**src/hw/rtl/sorted_timer_queue_unit_assert.svh**
```systemverilog
// Assertion macros for the sorted timer queue RTL.
`ifndef SORTED_TIMER_QUEUE_UNIT_ASSERT_SVH
`define SORTED_TIMER_QUEUE_UNIT_ASSERT_SVH

// The expression must hold at every clock edge outside reset.
`define STQ_ASSERT_ALWAYS(label, clk, rst_n, expr, msg) \
	label: assert property (@(posedge clk) disable iff (!rst_n) (expr)) \
		else $error(msg);

// Whenever the antecedent holds, the consequent must hold in the same cycle.
`define STQ_ASSERT_IMPLY(label, clk, rst_n, ante, cons, msg) \
	label: assert property (@(posedge clk) disable iff (!rst_n) (ante) |-> (cons)) \
		else $error(msg);

`endif

```
**src/hw/rtl/stq_pkg.sv**
```systemverilog
// Types and constants shared by the sorted timer queue modules.
package stq_pkg;

	localparam int TIME_W    = 32;
	localparam int HDL_W     = 8;
	localparam int DROP_W    = 5;
	localparam int TOTAL_W   = 5;

	typedef enum logic [2:0] {
		CMD_INSERT     = 3'd0,
		CMD_REMOVE     = 3'd1,
		CMD_DROP       = 3'd2,
		CMD_QUERY      = 3'd3,
		CMD_REMOVE_HDL = 3'd4
	} cmd_t;

	typedef enum logic [1:0] {
		ST_OK        = 2'd0,
		ST_NOT_FOUND = 2'd1,
		ST_FULL      = 2'd2
	} status_t;

	typedef enum logic [3:0] {
		S_IDLE,
		S_DISPATCH,
		S_INS_RD,
		S_INS_EV,
		S_SRCH_RD,
		S_SRCH_EV,
		S_CMP_RD,
		S_CMP_EV,
		S_HEAD_RD,
		S_HEAD_EV,
		S_DONE
	} state_t;

	typedef enum logic [2:0] {
		PTR_KEEP,
		PTR_ZERO,
		PTR_CNT,
		PTR_INC,
		PTR_DEC
	} ptr_op_t;

	typedef enum logic [1:0] {
		RA_PTR,
		RA_PTR_M1,
		RA_PTR_OFF,
		RA_HEAD
	} raddr_sel_t;

	typedef enum logic [1:0] {
		CNT_KEEP,
		CNT_INC,
		CNT_SUB
	} cnt_op_t;

	// Commands from the controller to the datapath.
	typedef struct packed {
		logic       load;
		ptr_op_t    ptr_op;
		logic       off_one;
		logic       rd_en;
		raddr_sel_t ra_sel;
		logic       wr_en;
		logic       wr_new;
		cnt_op_t    cnt_op;
		logic       st_we;
		status_t    st_val;
		logic       found_set;
		logic       head_load;
		logic       out_load;
	} dp_cmd_t;

	// Status from the datapath to the controller.
	typedef struct packed {
		cmd_t cmd;
		logic full;
		logic ptr_zero;
		logic scan_end;
		logic cmp_end;
		logic rd_gt;
		logic rd_exact;
		logic rd_hdl;
		logic out_free;
	} dp_stat_t;

endpackage

```
**src/hw/rtl/stq_ram.sv**
```systemverilog
// Generic single-port-write, single-port-read RAM with registered read data.
module stq_ram #(
	parameter int WIDTH = 40,
	parameter int DEPTH = 16
) (
	input  logic                     clk,
	input  logic                     we,
	input  logic [$clog2(DEPTH)-1:0] waddr,
	input  logic [WIDTH-1:0]         wdata,
	input  logic                     re,
	input  logic [$clog2(DEPTH)-1:0] raddr,
	output logic [WIDTH-1:0]         rdata
);

	logic [WIDTH-1:0] mem_q [DEPTH];
	logic [WIDTH-1:0] rdata_q;

	always_ff @(posedge clk) begin
		if (we) begin
			mem_q[waddr] <= wdata;
		end
		if (re) begin
			rdata_q <= mem_q[raddr];
		end
	end

	assign rdata = rdata_q;

endmodule

```
**src/hw/rtl/stq_dp.sv**
```systemverilog
// Datapath of the sorted timer queue: entry table, count, pointers and result registers.
`include "sorted_timer_queue_unit_assert.svh"

module stq_dp import stq_pkg::*; #(
	parameter int DEPTH = 16
) (
	input  logic                clk,
	input  logic                arst_n,
	input  logic [2:0]          cmd,
	input  logic [TIME_W-1:0]   event_time,
	input  logic [HDL_W-1:0]    handler_id,
	input  logic [DROP_W-1:0]   drop_count,
	input  dp_cmd_t             ctl,
	output dp_stat_t            stat,
	input  logic                out_stall,
	output logic                out_valid,
	output logic [1:0]          status,
	output logic                found,
	output logic [TOTAL_W-1:0]  entry_total,
	output logic                head_valid,
	output logic [TIME_W-1:0]   head_time,
	output logic [HDL_W-1:0]    head_handler
);

	localparam int IDX_W = $clog2(DEPTH);
	localparam int CNT_W = $clog2(DEPTH + 1);
	localparam int ENT_W = TIME_W + HDL_W;

	cmd_t               cmd_q;
	logic [TIME_W-1:0]  time_q;
	logic [HDL_W-1:0]   hdl_q;
	logic [CNT_W-1:0]   cnt_q;
	logic [CNT_W-1:0]   ptr_q;
	logic [CNT_W-1:0]   off_q;
	status_t            st_q;
	logic               found_q;
	logic               head_vld_q;
	logic [TIME_W-1:0]  head_time_q;
	logic [HDL_W-1:0]   head_hdl_q;

	logic               out_valid_q;
	status_t            out_status_q;
	logic               out_found_q;
	logic [TOTAL_W-1:0] out_total_q;
	logic               out_head_vld_q;
	logic [TIME_W-1:0]  out_head_time_q;
	logic [HDL_W-1:0]   out_head_hdl_q;

	logic [IDX_W-1:0]   ram_raddr;
	logic [ENT_W-1:0]   ram_wdata;
	logic [ENT_W-1:0]   ram_rdata;
	logic [TIME_W-1:0]  rd_time;
	logic [HDL_W-1:0]   rd_hdl;

	logic [CNT_W:0]     ptr_off;
	logic [CNT_W-1:0]   ptr_m1;
	logic [CNT_W+DROP_W-1:0]  drop_ext;
	logic [CNT_W+DROP_W-1:0]  cnt_ext;
	logic [CNT_W-1:0]   drop_clamp;
	logic [CNT_W+TOTAL_W-1:0] total_ext;

	assign rd_time = ram_rdata[ENT_W-1:HDL_W];
	assign rd_hdl  = ram_rdata[HDL_W-1:0];

	assign ptr_off = {1'b0, ptr_q} + {1'b0, off_q};
	assign ptr_m1  = ptr_q - CNT_W'(1);

	// The drop count is clamped to the number of entries held.
	assign drop_ext   = {{CNT_W{1'b0}}, drop_count};
	assign cnt_ext    = {{DROP_W{1'b0}}, cnt_q};
	assign drop_clamp = (drop_ext > cnt_ext) ? cnt_q : drop_ext[CNT_W-1:0];

	assign total_ext = {{TOTAL_W{1'b0}}, cnt_q};

	always_comb begin
		case (ctl.ra_sel)
			RA_PTR:     ram_raddr = ptr_q[IDX_W-1:0];
			RA_PTR_M1:  ram_raddr = ptr_m1[IDX_W-1:0];
			RA_PTR_OFF: ram_raddr = ptr_off[IDX_W-1:0];
			RA_HEAD:    ram_raddr = '0;
			default:    ram_raddr = '0;
		endcase
	end

	assign ram_wdata = ctl.wr_new ? {time_q, hdl_q} : ram_rdata;

	stq_ram #(
		.WIDTH(ENT_W),
		.DEPTH(DEPTH)
	) u_table (
		.clk  (clk),
		.we   (ctl.wr_en),
		.waddr(ptr_q[IDX_W-1:0]),
		.wdata(ram_wdata),
		.re   (ctl.rd_en),
		.raddr(ram_raddr),
		.rdata(ram_rdata)
	);

	always_comb begin
		stat.cmd      = cmd_q;
		stat.full     = (cnt_q == CNT_W'(DEPTH));
		stat.ptr_zero = (ptr_q == '0);
		stat.scan_end = (ptr_q >= cnt_q);
		stat.cmp_end  = (ptr_off >= {1'b0, cnt_q});
		stat.rd_gt    = (rd_time > time_q);
		stat.rd_exact = (rd_time == time_q) && (rd_hdl == hdl_q);
		stat.rd_hdl   = (rd_hdl == hdl_q);
		stat.out_free = !out_valid_q || !out_stall;
	end

	// Control state.
	always_ff @(posedge clk or negedge arst_n) begin
		if (!arst_n) begin
			cnt_q       <= '0;
			out_valid_q <= 1'b0;
		end else begin
			case (ctl.cnt_op)
				CNT_INC:  cnt_q <= cnt_q + CNT_W'(1);
				CNT_SUB:  cnt_q <= cnt_q - off_q;
				default:  cnt_q <= cnt_q;
			endcase
			if (ctl.out_load) begin
				out_valid_q <= 1'b1;
			end else if (!out_stall) begin
				out_valid_q <= 1'b0;
			end
		end
	end

	// Working and result payload.
	always_ff @(posedge clk) begin
		if (ctl.load) begin
			cmd_q   <= cmd_t'(cmd);
			time_q  <= event_time;
			hdl_q   <= handler_id;
			off_q   <= drop_clamp;
			st_q    <= ST_OK;
			found_q <= 1'b0;
		end else begin
			if (ctl.off_one) begin
				off_q <= CNT_W'(1);
			end
			if (ctl.st_we) begin
				st_q <= ctl.st_val;
			end
			if (ctl.found_set) begin
				found_q <= 1'b1;
			end
		end
		case (ctl.ptr_op)
			PTR_ZERO: ptr_q <= '0;
			PTR_CNT:  ptr_q <= cnt_q;
			PTR_INC:  ptr_q <= ptr_q + CNT_W'(1);
			PTR_DEC:  ptr_q <= ptr_m1;
			default:  ptr_q <= ptr_q;
		endcase
		if (ctl.head_load) begin
			head_vld_q  <= (cnt_q != '0);
			head_time_q <= (cnt_q != '0) ? rd_time : '0;
			head_hdl_q  <= (cnt_q != '0) ? rd_hdl : '0;
		end
		if (ctl.out_load) begin
			out_status_q    <= st_q;
			out_found_q     <= found_q;
			out_total_q     <= total_ext[TOTAL_W-1:0];
			out_head_vld_q  <= head_vld_q;
			out_head_time_q <= head_time_q;
			out_head_hdl_q  <= head_hdl_q;
		end
	end

	assign out_valid    = out_valid_q;
	assign status       = out_status_q;
	assign found        = out_found_q;
	assign entry_total  = out_total_q;
	assign head_valid   = out_head_vld_q;
	assign head_time    = out_head_time_q;
	assign head_handler = out_head_hdl_q;

	`STQ_ASSERT_ALWAYS(a_cnt_bound, clk, arst_n, cnt_q <= CNT_W'(DEPTH), "entry count above depth")
	`STQ_ASSERT_IMPLY(a_ins_room, clk, arst_n, ctl.cnt_op == CNT_INC, cnt_q != CNT_W'(DEPTH), "insert into full table")
	`STQ_ASSERT_IMPLY(a_sub_bound, clk, arst_n, ctl.cnt_op == CNT_SUB, off_q <= cnt_q, "removal exceeds count")
	`STQ_ASSERT_IMPLY(a_out_free, clk, arst_n, ctl.out_load, !out_valid_q || !out_stall, "result overwritten")

endmodule

```
**src/hw/rtl/stq_ctrl.sv**
```systemverilog
// Controller state machine of the sorted timer queue.
module stq_ctrl import stq_pkg::*; (
	input  logic     clk,
	input  logic     arst_n,
	input  logic     in_valid,
	output logic     in_stall,
	input  dp_stat_t stat,
	output dp_cmd_t  ctl
);

	state_t state_q;
	state_t state_d;

	always_ff @(posedge clk or negedge arst_n) begin
		if (!arst_n) begin
			state_q <= S_IDLE;
		end else begin
			state_q <= state_d;
		end
	end

	always_comb begin
		state_d       = state_q;
		in_stall      = 1'b1;
		ctl           = '0;
		ctl.ptr_op    = PTR_KEEP;
		ctl.ra_sel    = RA_PTR;
		ctl.cnt_op    = CNT_KEEP;
		ctl.st_val    = ST_OK;
		case (state_q)
			S_IDLE: begin
				in_stall = 1'b0;
				if (in_valid) begin
					ctl.load = 1'b1;
					state_d  = S_DISPATCH;
				end
			end
			S_DISPATCH: begin
				case (stat.cmd)
					CMD_INSERT: begin
						if (stat.full) begin
							ctl.st_we  = 1'b1;
							ctl.st_val = ST_FULL;
							state_d    = S_HEAD_RD;
						end else begin
							ctl.ptr_op = PTR_CNT;
							state_d    = S_INS_RD;
						end
					end
					CMD_REMOVE, CMD_QUERY, CMD_REMOVE_HDL: begin
						ctl.ptr_op = PTR_ZERO;
						state_d    = S_SRCH_RD;
					end
					CMD_DROP: begin
						ctl.ptr_op = PTR_ZERO;
						state_d    = S_CMP_RD;
					end
					default: begin
						state_d = S_HEAD_RD;
					end
				endcase
			end
			// Insert walks down from the tail, moving later entries up one slot.
			S_INS_RD: begin
				if (stat.ptr_zero) begin
					ctl.wr_en  = 1'b1;
					ctl.wr_new = 1'b1;
					ctl.cnt_op = CNT_INC;
					state_d    = S_HEAD_RD;
				end else begin
					ctl.rd_en  = 1'b1;
					ctl.ra_sel = RA_PTR_M1;
					state_d    = S_INS_EV;
				end
			end
			S_INS_EV: begin
				ctl.wr_en = 1'b1;
				if (stat.rd_gt) begin
					ctl.ptr_op = PTR_DEC;
					state_d    = S_INS_RD;
				end else begin
					ctl.wr_new = 1'b1;
					ctl.cnt_op = CNT_INC;
					state_d    = S_HEAD_RD;
				end
			end
			S_SRCH_RD: begin
				if (stat.scan_end) begin
					ctl.st_we  = 1'b1;
					ctl.st_val = ST_NOT_FOUND;
					state_d    = S_HEAD_RD;
				end else begin
					ctl.rd_en  = 1'b1;
					ctl.ra_sel = RA_PTR;
					state_d    = S_SRCH_EV;
				end
			end
			S_SRCH_EV: begin
				if (stat.cmd == CMD_REMOVE) begin
					if (stat.rd_exact) begin
						ctl.found_set = 1'b1;
						ctl.off_one   = 1'b1;
						state_d       = S_CMP_RD;
					end else if (stat.rd_gt) begin
						// The list is sorted, so no later entry can match.
						ctl.st_we  = 1'b1;
						ctl.st_val = ST_NOT_FOUND;
						state_d    = S_HEAD_RD;
					end else begin
						ctl.ptr_op = PTR_INC;
						state_d    = S_SRCH_RD;
					end
				end else if (stat.rd_hdl) begin
					ctl.found_set = 1'b1;
					if (stat.cmd == CMD_REMOVE_HDL) begin
						ctl.off_one = 1'b1;
						state_d     = S_CMP_RD;
					end else begin
						state_d = S_HEAD_RD;
					end
				end else begin
					ctl.ptr_op = PTR_INC;
					state_d    = S_SRCH_RD;
				end
			end
			// Compaction copies each entry down by the offset, then shrinks the count.
			S_CMP_RD: begin
				if (stat.cmp_end) begin
					ctl.cnt_op = CNT_SUB;
					state_d    = S_HEAD_RD;
				end else begin
					ctl.rd_en  = 1'b1;
					ctl.ra_sel = RA_PTR_OFF;
					state_d    = S_CMP_EV;
				end
			end
			S_CMP_EV: begin
				ctl.wr_en  = 1'b1;
				ctl.ptr_op = PTR_INC;
				state_d    = S_CMP_RD;
			end
			S_HEAD_RD: begin
				ctl.rd_en  = 1'b1;
				ctl.ra_sel = RA_HEAD;
				state_d    = S_HEAD_EV;
			end
			S_HEAD_EV: begin
				ctl.head_load = 1'b1;
				state_d       = S_DONE;
			end
			S_DONE: begin
				if (stat.out_free) begin
					ctl.out_load = 1'b1;
					state_d      = S_IDLE;
				end
			end
			default: begin
				state_d = S_IDLE;
			end
		endcase
	end

endmodule

```
**src/hw/rtl/sorted_timer_queue_unit.sv**
```systemverilog
// Top level of the sorted timer queue: controller and datapath.
//
//  channel   handshake               payload
//  request   in_valid / in_stall     cmd, event_time, handler_id, drop_count
//  result    out_valid / out_stall   status, found, entry_total, head_valid,
//                                    head_time, head_handler
//
// One request is worked at a time. Every table slot that is scanned or moved takes a
// read on the table RAM (one write port, one read port; address, then registered data),
// and a request also passes accept, dispatch, head read and result load. Reset empties
// the table at once, with no clearing pass. The result sits in an output register; a
// stalled result holds there while the next request is already accepted and worked.
module sorted_timer_queue_unit import stq_pkg::*; #(
	parameter int DEPTH = 16
) (
	input  logic               clk,
	input  logic               arst_n,
	input  logic               in_valid,
	output logic               in_stall,
	input  logic [2:0]         cmd,
	input  logic [TIME_W-1:0]  event_time,
	input  logic [HDL_W-1:0]   handler_id,
	input  logic [DROP_W-1:0]  drop_count,
	output logic               out_valid,
	input  logic               out_stall,
	output logic [1:0]         status,
	output logic               found,
	output logic [TOTAL_W-1:0] entry_total,
	output logic               head_valid,
	output logic [TIME_W-1:0]  head_time,
	output logic [HDL_W-1:0]   head_handler
);

	dp_cmd_t  ctl;
	dp_stat_t stat;

	stq_ctrl u_ctrl (
		.clk     (clk),
		.arst_n  (arst_n),
		.in_valid(in_valid),
		.in_stall(in_stall),
		.stat    (stat),
		.ctl     (ctl)
	);

	stq_dp #(
		.DEPTH(DEPTH)
	) u_dp (
		.clk         (clk),
		.arst_n      (arst_n),
		.cmd         (cmd),
		.event_time  (event_time),
		.handler_id  (handler_id),
		.drop_count  (drop_count),
		.ctl         (ctl),
		.stat        (stat),
		.out_stall   (out_stall),
		.out_valid   (out_valid),
		.status      (status),
		.found       (found),
		.entry_total (entry_total),
		.head_valid  (head_valid),
		.head_time   (head_time),
		.head_handler(head_handler)
	);

endmodule
```
**config.mk**
```make
export PLATFORM = sky130hd
export DESIGN_NAME = sorted_timer_queue_unit
export DESIGN_NICKNAME = d
export VERILOG_FILES = /design/src/hw/rtl/stq_pkg.sv /design/src/hw/rtl/stq_ram.sv /design/src/hw/rtl/stq_dp.sv /design/src/hw/rtl/stq_ctrl.sv /design/src/hw/rtl/sorted_timer_queue_unit.sv
export VERILOG_INCLUDE_DIRS = /design/src /design/src/hw/rtl
export SDC_FILE = /design/constraint.sdc
export NUM_CORES = 1
export LEC_CHECK = 0
export BUFFER_PORTS_ARGS = -buffer_cell sky130_fd_sc_hd__buf_2
export CAP_MARGIN = 10
export CORE_MARGIN = 10
export CORE_UTILIZATION = 45
export DETAILED_ROUTE_END_ITERATION = 10
export SETUP_SLACK_MARGIN = 0.05
export SKIP_LAST_GASP = 1
export SLEW_MARGIN = 20
export SYNTH_ARGS = -nofsm -noshare
export SYNTH_HDL_FRONTEND = slang
export SYNTH_SLANG_ARGS = --single-unit
```
**constraint.sdc**
```tcl
create_clock -name clk -period 6 [get_ports clk]
set_input_delay 0.6 -clock clk [delete_from_list [all_inputs] [get_ports clk]]
set_output_delay 0.6 -clock clk [all_outputs]
set_load 0.005 [all_outputs]
```
Word-level counts from Yosys, hierarchy flattened
Memories as Yosys holds them, arrays and structs flattened. A register that Yosys moved wholly into a read port is not among the register bits.
Index checks and enable logic that the tools add are counted.

storage, ports and cells
  flip-flop bits (word level) = 156
  bits in writable memories = 640
  word-level logic and storage cells = 137
  memories = 1

memory list
  memory              words  bits a word  rd ports  clocked after memory_dff  write ports  line           source
  u_dp.u_table.mem_q  16     40           1         1                         1            stq_ram.sv:15  logic [WIDTH-1:0] mem_q [DEPTH];

cells by class
  add/subtract/negate cells = 5
  $lt $le $gt $ge = 4
  equality and inequality tests = 29
  multiplexer cells = 63
  reductions and logical operators = 16

operators by type and width
  operator                                       number
  two-way mux 4 bit                              14
  case mux 4 bit (11 select lines)               1
  two-way mux 40 bit                             1
  two-way mux 3 bit                              12
  == test 32 bit                                 1
  > comparator 32 bit                            1
  case mux 3 bit (4 select lines)                2
  case mux 5 bit (4 select lines)                1
  two-way mux 1 bit                              17
  == test 4 x 3 -> 1 bit, second input constant  4
  case mux 4 bit (4 select lines)                1
  two-way mux 5 bit                              3
  == test 3 x 2 -> 1 bit, second input constant  4
  == test 4 bit, second input constant           3
  case mux 4 bit (3 select lines)                1
  adder 5 x 1 -> 5 bit, second input constant    2
  case mux 5 bit (2 select lines)                1
  case mux 3 bit (3 select lines)                1
  == test 4 x 2 -> 1 bit, second input constant  2
  == test 8 bit                                  1
  two-way mux 2 bit                              4
  adder 5 x 5 -> 6 bit                           1
  == test 2 bit, second input constant           3
  == test 3 x 1 -> 1 bit, second input constant  2
  28 further kinds                               34

Depth between registers and ports, before layout
  word-level depth = 7
  mapped depth = 20

By module
Synthesis repeated with hierarchy kept, for this count alone.

unflattened totals
  cells, all modules = 1672
  area, all modules = 33569.7 sq um

by module, submodules not included
  module    times used  cells an instance  area each (sq um)  seq. area each (sq um)
  stq_ram   1           1040               25532.0            20419.6
  stq_dp    1           540                7407.1             4504.3
  stq_ctrl  1           92                 630.6              100.1

Worst setup path before layout
Ideal clock, no wire load.

  path type = reg-to-reg
  from = register u_dp.ptr_q[0]
  to = memory u_dp.u_table.mem_q[1][0] (enable)
  library setup time = 0.487 ns
  data arrival time = 4.673 ns
  data required time = 5.513 ns
  setup slack = 0.841 ns
  cell stages (with the launch flop) = 9
  buffers on the path = 0
  period minus slack after synthesis = 5.159 ns
  cells stage by stage = edfxtp_1 > inv_1 > ha_1 > or4b_4 > nor2_1 > nor2_1 > nor3_1 > nand2_1 > nor3_1

between the ends
  word-level cells in the longest chain between the ends = 5

RTL lines
  item                                     line            source
  start: declaration                       stq_dp.sv:33    logic [CNT_W-1:0] ptr_q;
  start signal: assignment                 stq_dp.sv:153   PTR_CNT: ptr_q <= cnt_q;
  start signal: assignment                 stq_dp.sv:154   PTR_INC: ptr_q <= ptr_q + CNT_W'(1);
  start signal: assignment                 stq_dp.sv:155   PTR_DEC: ptr_q <= ptr_m1;
  zero test 5 bit                          stq_dp.sv:103   stat.ptr_zero = (ptr_q == '0);
  two-way mux 4 bit                        stq_ctrl.sv:65  if (stat.ptr_zero) begin
  case mux 1 bit (2 select lines)          stq_ctrl.sv:30  case (state_q)
  two-way mux 1 bit                        stq_ram.sv:19   if (we) begin
  two-way mux 1 bit (implied by the code)  stq_ram.sv:20   mem_q[waddr] <= wdata;
  end: declaration                         stq_ram.sv:15

Parallel ways exist; a longest one is shown, timed or not.

Final worst setup path
  from = register u_dp.ptr_q[0]
  to = register u_dp.u_table.rdata_q[33], in the netlist u_dp.u_table.rdata[33], read port of u_dp.u_table.mem_q, data pin

between the ends
  word-level cells in the longest chain between the ends = 6
  elaborated cells on any way between the ends = 14
  classes of those cells = 2 x add/sub; 2 x order compare; 3 x eq/ne; 5 x mux; 2 x reduce/logical

RTL lines
  item                                         line             source
  adder 5 x 5 -> 6 bit                         stq_dp.sv:65     assign ptr_off = {1'b0, ptr_q} + {1'b0, off_q};
  greater-or-equal comparator 6 x 5 -> 1 bit   stq_dp.sv:105    stat.cmp_end = (ptr_off >= {1'b0, cnt_q});
  two-way mux 3 bit                            stq_ctrl.sv:128  if (stat.cmp_end) begin
  case mux 3 bit (4 select lines)              stq_ctrl.sv:30
  == test 2 bit, or another cell as far along  stq_dp.sv:76     case (ctl.ra_sel)
  case mux 4 bit (4 select lines)              stq_dp.sv:76
  end: declaration                             stq_ram.sv:16    logic [WIDTH-1:0] rdata_q;

Parallel ways exist; a longest one is shown, timed or not.
A chain may end at the register's enable or synchronous reset.

==> metrics.csv <==
stage,metric,value,unit
status,status,finished clean,
power_and_ir_drop,p_leak,13.5,nW
clock_network,clk_path_buf_depth,3,
clock_network,cts-hold-fix-buffers,1,
worst_setup_path,path_class,reg -> reg,
worst_setup_path,path_max_fanout,48,
grt,grt_pass1_vias,17731,
timing,slew_headroom,30.4,%
routing,drt_wl_total,81100,um
timing,fin_crit_sh,84.0,%
timing,finalSetupViolCount,0,
layout,seq_area,0.0250,mm2
worst_setup_path,required,6.36,ns
clock_network,clk_pin_slew,0.06,ns
floorplan,die_area,0.0857,mm2
synthesis,synth-seq-area-share,74.7,%
hold_path,hold_path.class,in -> reg,
routing,drtIter0Drc,1657,
timing,rsz0062_at_grt,false,
hold_path,hold_depth,1,
routing,ant_nets,0,
placed_design,io_buffer_count,102,
layout,diodes,0,
clock_network,post-cts-setup-buffers,0,
routing,vias,17824,
clock_network,tritoncts,built,
worst_setup_path,reg2reg_to,u_dp.u_table.rdata[33]$_DFFE_PP_,
synthesis,synth_edf_count,823,
timing,maxSlewViolCount,0,
grt,grt_max_degree,114,
timing,clock.fmax,198,MHz
floorplan,die_w,293,um
layout,drive_gt1_share,16.0,%
layout,final_common_cell,edfxtp_1,
clock_network,cts-root-buf,clkbuf_16,
layout,nets,2193,
synthesis,syn_inst,1927,
floorplan,coreArea,0.0733,mm2
layout,syn_to_final_growth,14.1,%
grt,grt_use_total,18.7,%
timing,holdWs,0.133,ns
placed_design,place.detailed.hpwl,43100,um
routing,drcViolationCount,0,
synthesis,synthesis.area,0.0335,mm2
synthesis,synthArstFlopShare,1.20,%
floorplan,rows,99,
hold_path,min-delay-start,event_time[11],
synthesis,synth_seq_cells,836,
grt,antenna_found_initial,3,
layout,layout_common_cells,"edfxtp_1 (823), mux2i_1 (326), o22ai_1 (160)",
grt,grt_pass1_wl,119000,um
timing,clock-skew-final,0.0252,ns
worst_setup_path,r2r.worst_path.cells,16,
worst_setup_path,crit_path_end_kind,register,
layout,multi_input_area,0.00797,mm2
timing,hold_violations,0,
floorplan,io_pins,103,
power_and_ir_drop,power_density,515,mW/mm2
clock_network,cts_resized,0,
layout,fillers,5881,
synthesis,yosysWarnings,0,
worst_setup_path,regToRegSetupSlack,0.96,ns
routing,post_drt_wl_per_cell,26.1,um
floorplan,start_util,45.7,%
worst_setup_path,start_kind,register,
clock_network,clock-sinks,836,
clock_network,cts-buffers-inserted,89,
synthesis,synth_area_per_cell,17.4,um2
timing,setup_tns,0,ns
synthesis,ys.flop_type,edfxtp_1,
floorplan,fp.dieH,293,um
synthesis,synthesis.nets,2044,
hold_path,whs_endpoint,u_dp.time_q[11]$_DFFE_PP_,
clock_network,clk_latency,0.64,ns
placed_design,place_congestion,0.829,
clock_network,cts_htree_levels,3,
power_and_ir_drop,vdd_drop_max,0.380,mV
timing,fin_crit,5.04,ns
worst_setup_path,timing.rr.start,u_dp.ptr_q[0]$_DFFE_PP_,
worst_setup_path,arrival,5.40,ns
grt,grt_overflow_total,0,
synthesis,synth_cell_type_count,68,
routing,drtPass1Iterations,5,
timing,worst_slew_pin_slew,1.04,ns
routing,vias_per_cell,5.73,
job,drv_cap,0,
-- per-layer routing --
| metal | track usage [%] | share of wire (%) | vias up |
|---|---|---|---|
| met5 | 0 | 0.016 | - |
| met4 | 5.28 | 2.1 | 2 |
| met3 | 3.40 | 7.1 | 108 |
| met2 | 29.5 | 46 | 647 |
| met1 | 26.4 | 44 | 9096 |
| li1 | - | - | 7971 |
-- stage by stage --
| step | power (mW) | utilization, % | cell area, um2 | instances | setup WS, ns |
|---|---|---|---|---|---|
| final | 19.7 | 52.1 | 38200 | 3111 | 0.960 |
| after global routing | 20.6 | 52.1 | 38200 | 3111 | 0.700 |
| after CTS | 19.8 | 52.1 | 38200 | 3111 | 0.968 |
| after detailed placement | 14.5 | 48.2 | 35300 | 2943 | 1.06 |
| after global placement | 14.3 | 48.2 | 35300 | 2943 | 1.10 |
| after floorplan | 12.5 | - | 33500 | 1927 | 0.841 |
-- how the worst max path moves through the flow --
stage	slack, ns	end	depth (start not counted)	from
2_1_floorplan	0.84	u_dp.u_table.mem_q[1][0]$_DFFE_PP_	8	u_dp.ptr_q[0]$_DFFE_PP_
3_3_place_gp	1.10	u_dp.u_table.rdata[1]$_DFFE_PP_	16	u_dp.ptr_q[0]$_DFFE_PP_
3_5_place_dp	1.06	u_dp.u_table.rdata[5]$_DFFE_PP_	14	u_dp.ptr_q[0]$_DFFE_PP_
4_1_cts	0.97	u_dp.u_table.rdata[33]$_DFFE_PP_	16	u_dp.ptr_q[0]$_DFFE_PP_
5_1_grt	0.70	u_dp.u_table.rdata[33]$_DFFE_PP_	16	u_dp.ptr_q[0]$_DFFE_PP_
6_report	0.96	u_dp.u_table.rdata[33]$_DFFE_PP_	16	u_dp.ptr_q[0]$_DFFE_PP_
-- where the power goes --
part           internal, mW  switching (mW)  total [mW]  leakage (nW)
clock network          3.15            2.20        5.35          1.38
logic                  2.25            3.80        6.05          4.50
registers              7.92           0.377        8.30          7.61
-- synthesized netlist by cell type (23+ instances only) --
cell type	n	area share (%)
nor2b_1	43	0.80
mux2i_1	326	9.7
edfxtp_1	823	74
buf_2	56	0.84
nor2_1	39	0.44
a21oi_1	23	0.34
mux2_2	41	1.4
o22ai_1	160	3.0
ha_1	63	2.4
inv_1	56	0.63
or4_1	44	0.99
nand2_1	43	0.48
-- sequential cells by signal (all words and copies together), names as in the netlist, 5 cells and up --
name / count
u_dp.u_table.mem_q: 640
u_dp.u_table.rdata: 40
u_dp.head_time: 32
u_dp.head_time_q: 32
u_dp.time_q: 32
u_dp.hdl_q: 8
u_dp.head_handler: 8
u_dp.head_hdl_q: 8
u_dp.cnt_q: 5
u_dp.entry_total: 5
u_dp.off_q: 5
u_dp.ptr_q: 5
-- worst max-delay path, stage by stage, from the launching register on --
cell      delay [ns]
edfxtp_1        0.55
ha_1            0.28
fa_1            0.46
a21o_1          0.18
a21oi_1         0.17
xnor2_1         0.14
ha_1            0.17
nor2_1          0.05
and4_1          0.19
and3_1          0.20
nand2_2         0.23
mux2i_4         0.37
buf_12          0.35
buf_12          0.35
mux2i_1         0.31
o22ai_1         0.12
or4_1           0.55
-- cell type report --
type	instances	area share, %
sequential	836	65.5
clock inverter	55	1.36
clock buffer	112	6.11
inverter	56	0.550
tap	959	3.14
timing repair buffer	146	2.47
multi-input combinational	947	20.9
-- cells by family (layout without fill, tap and decap cells) --
family / count (synthesis) / after routing / share of synthesized area [%]
AOI/OAI and AO/OA: 250 / 250 / 4.85
adders and majority gates: 65 / 65 / 2.47
buffers and inverters: 144 / 369 / 2.00
and+or+nand+nor: 241 / 241 / 4.14
xor gates and xnor gates: 22 / 22 / 0.575
muxes: 369 / 369 / 11.2
DFF: 836 / 836 / 74.7
Note: power is estimated with default switching activity, not from simulation.
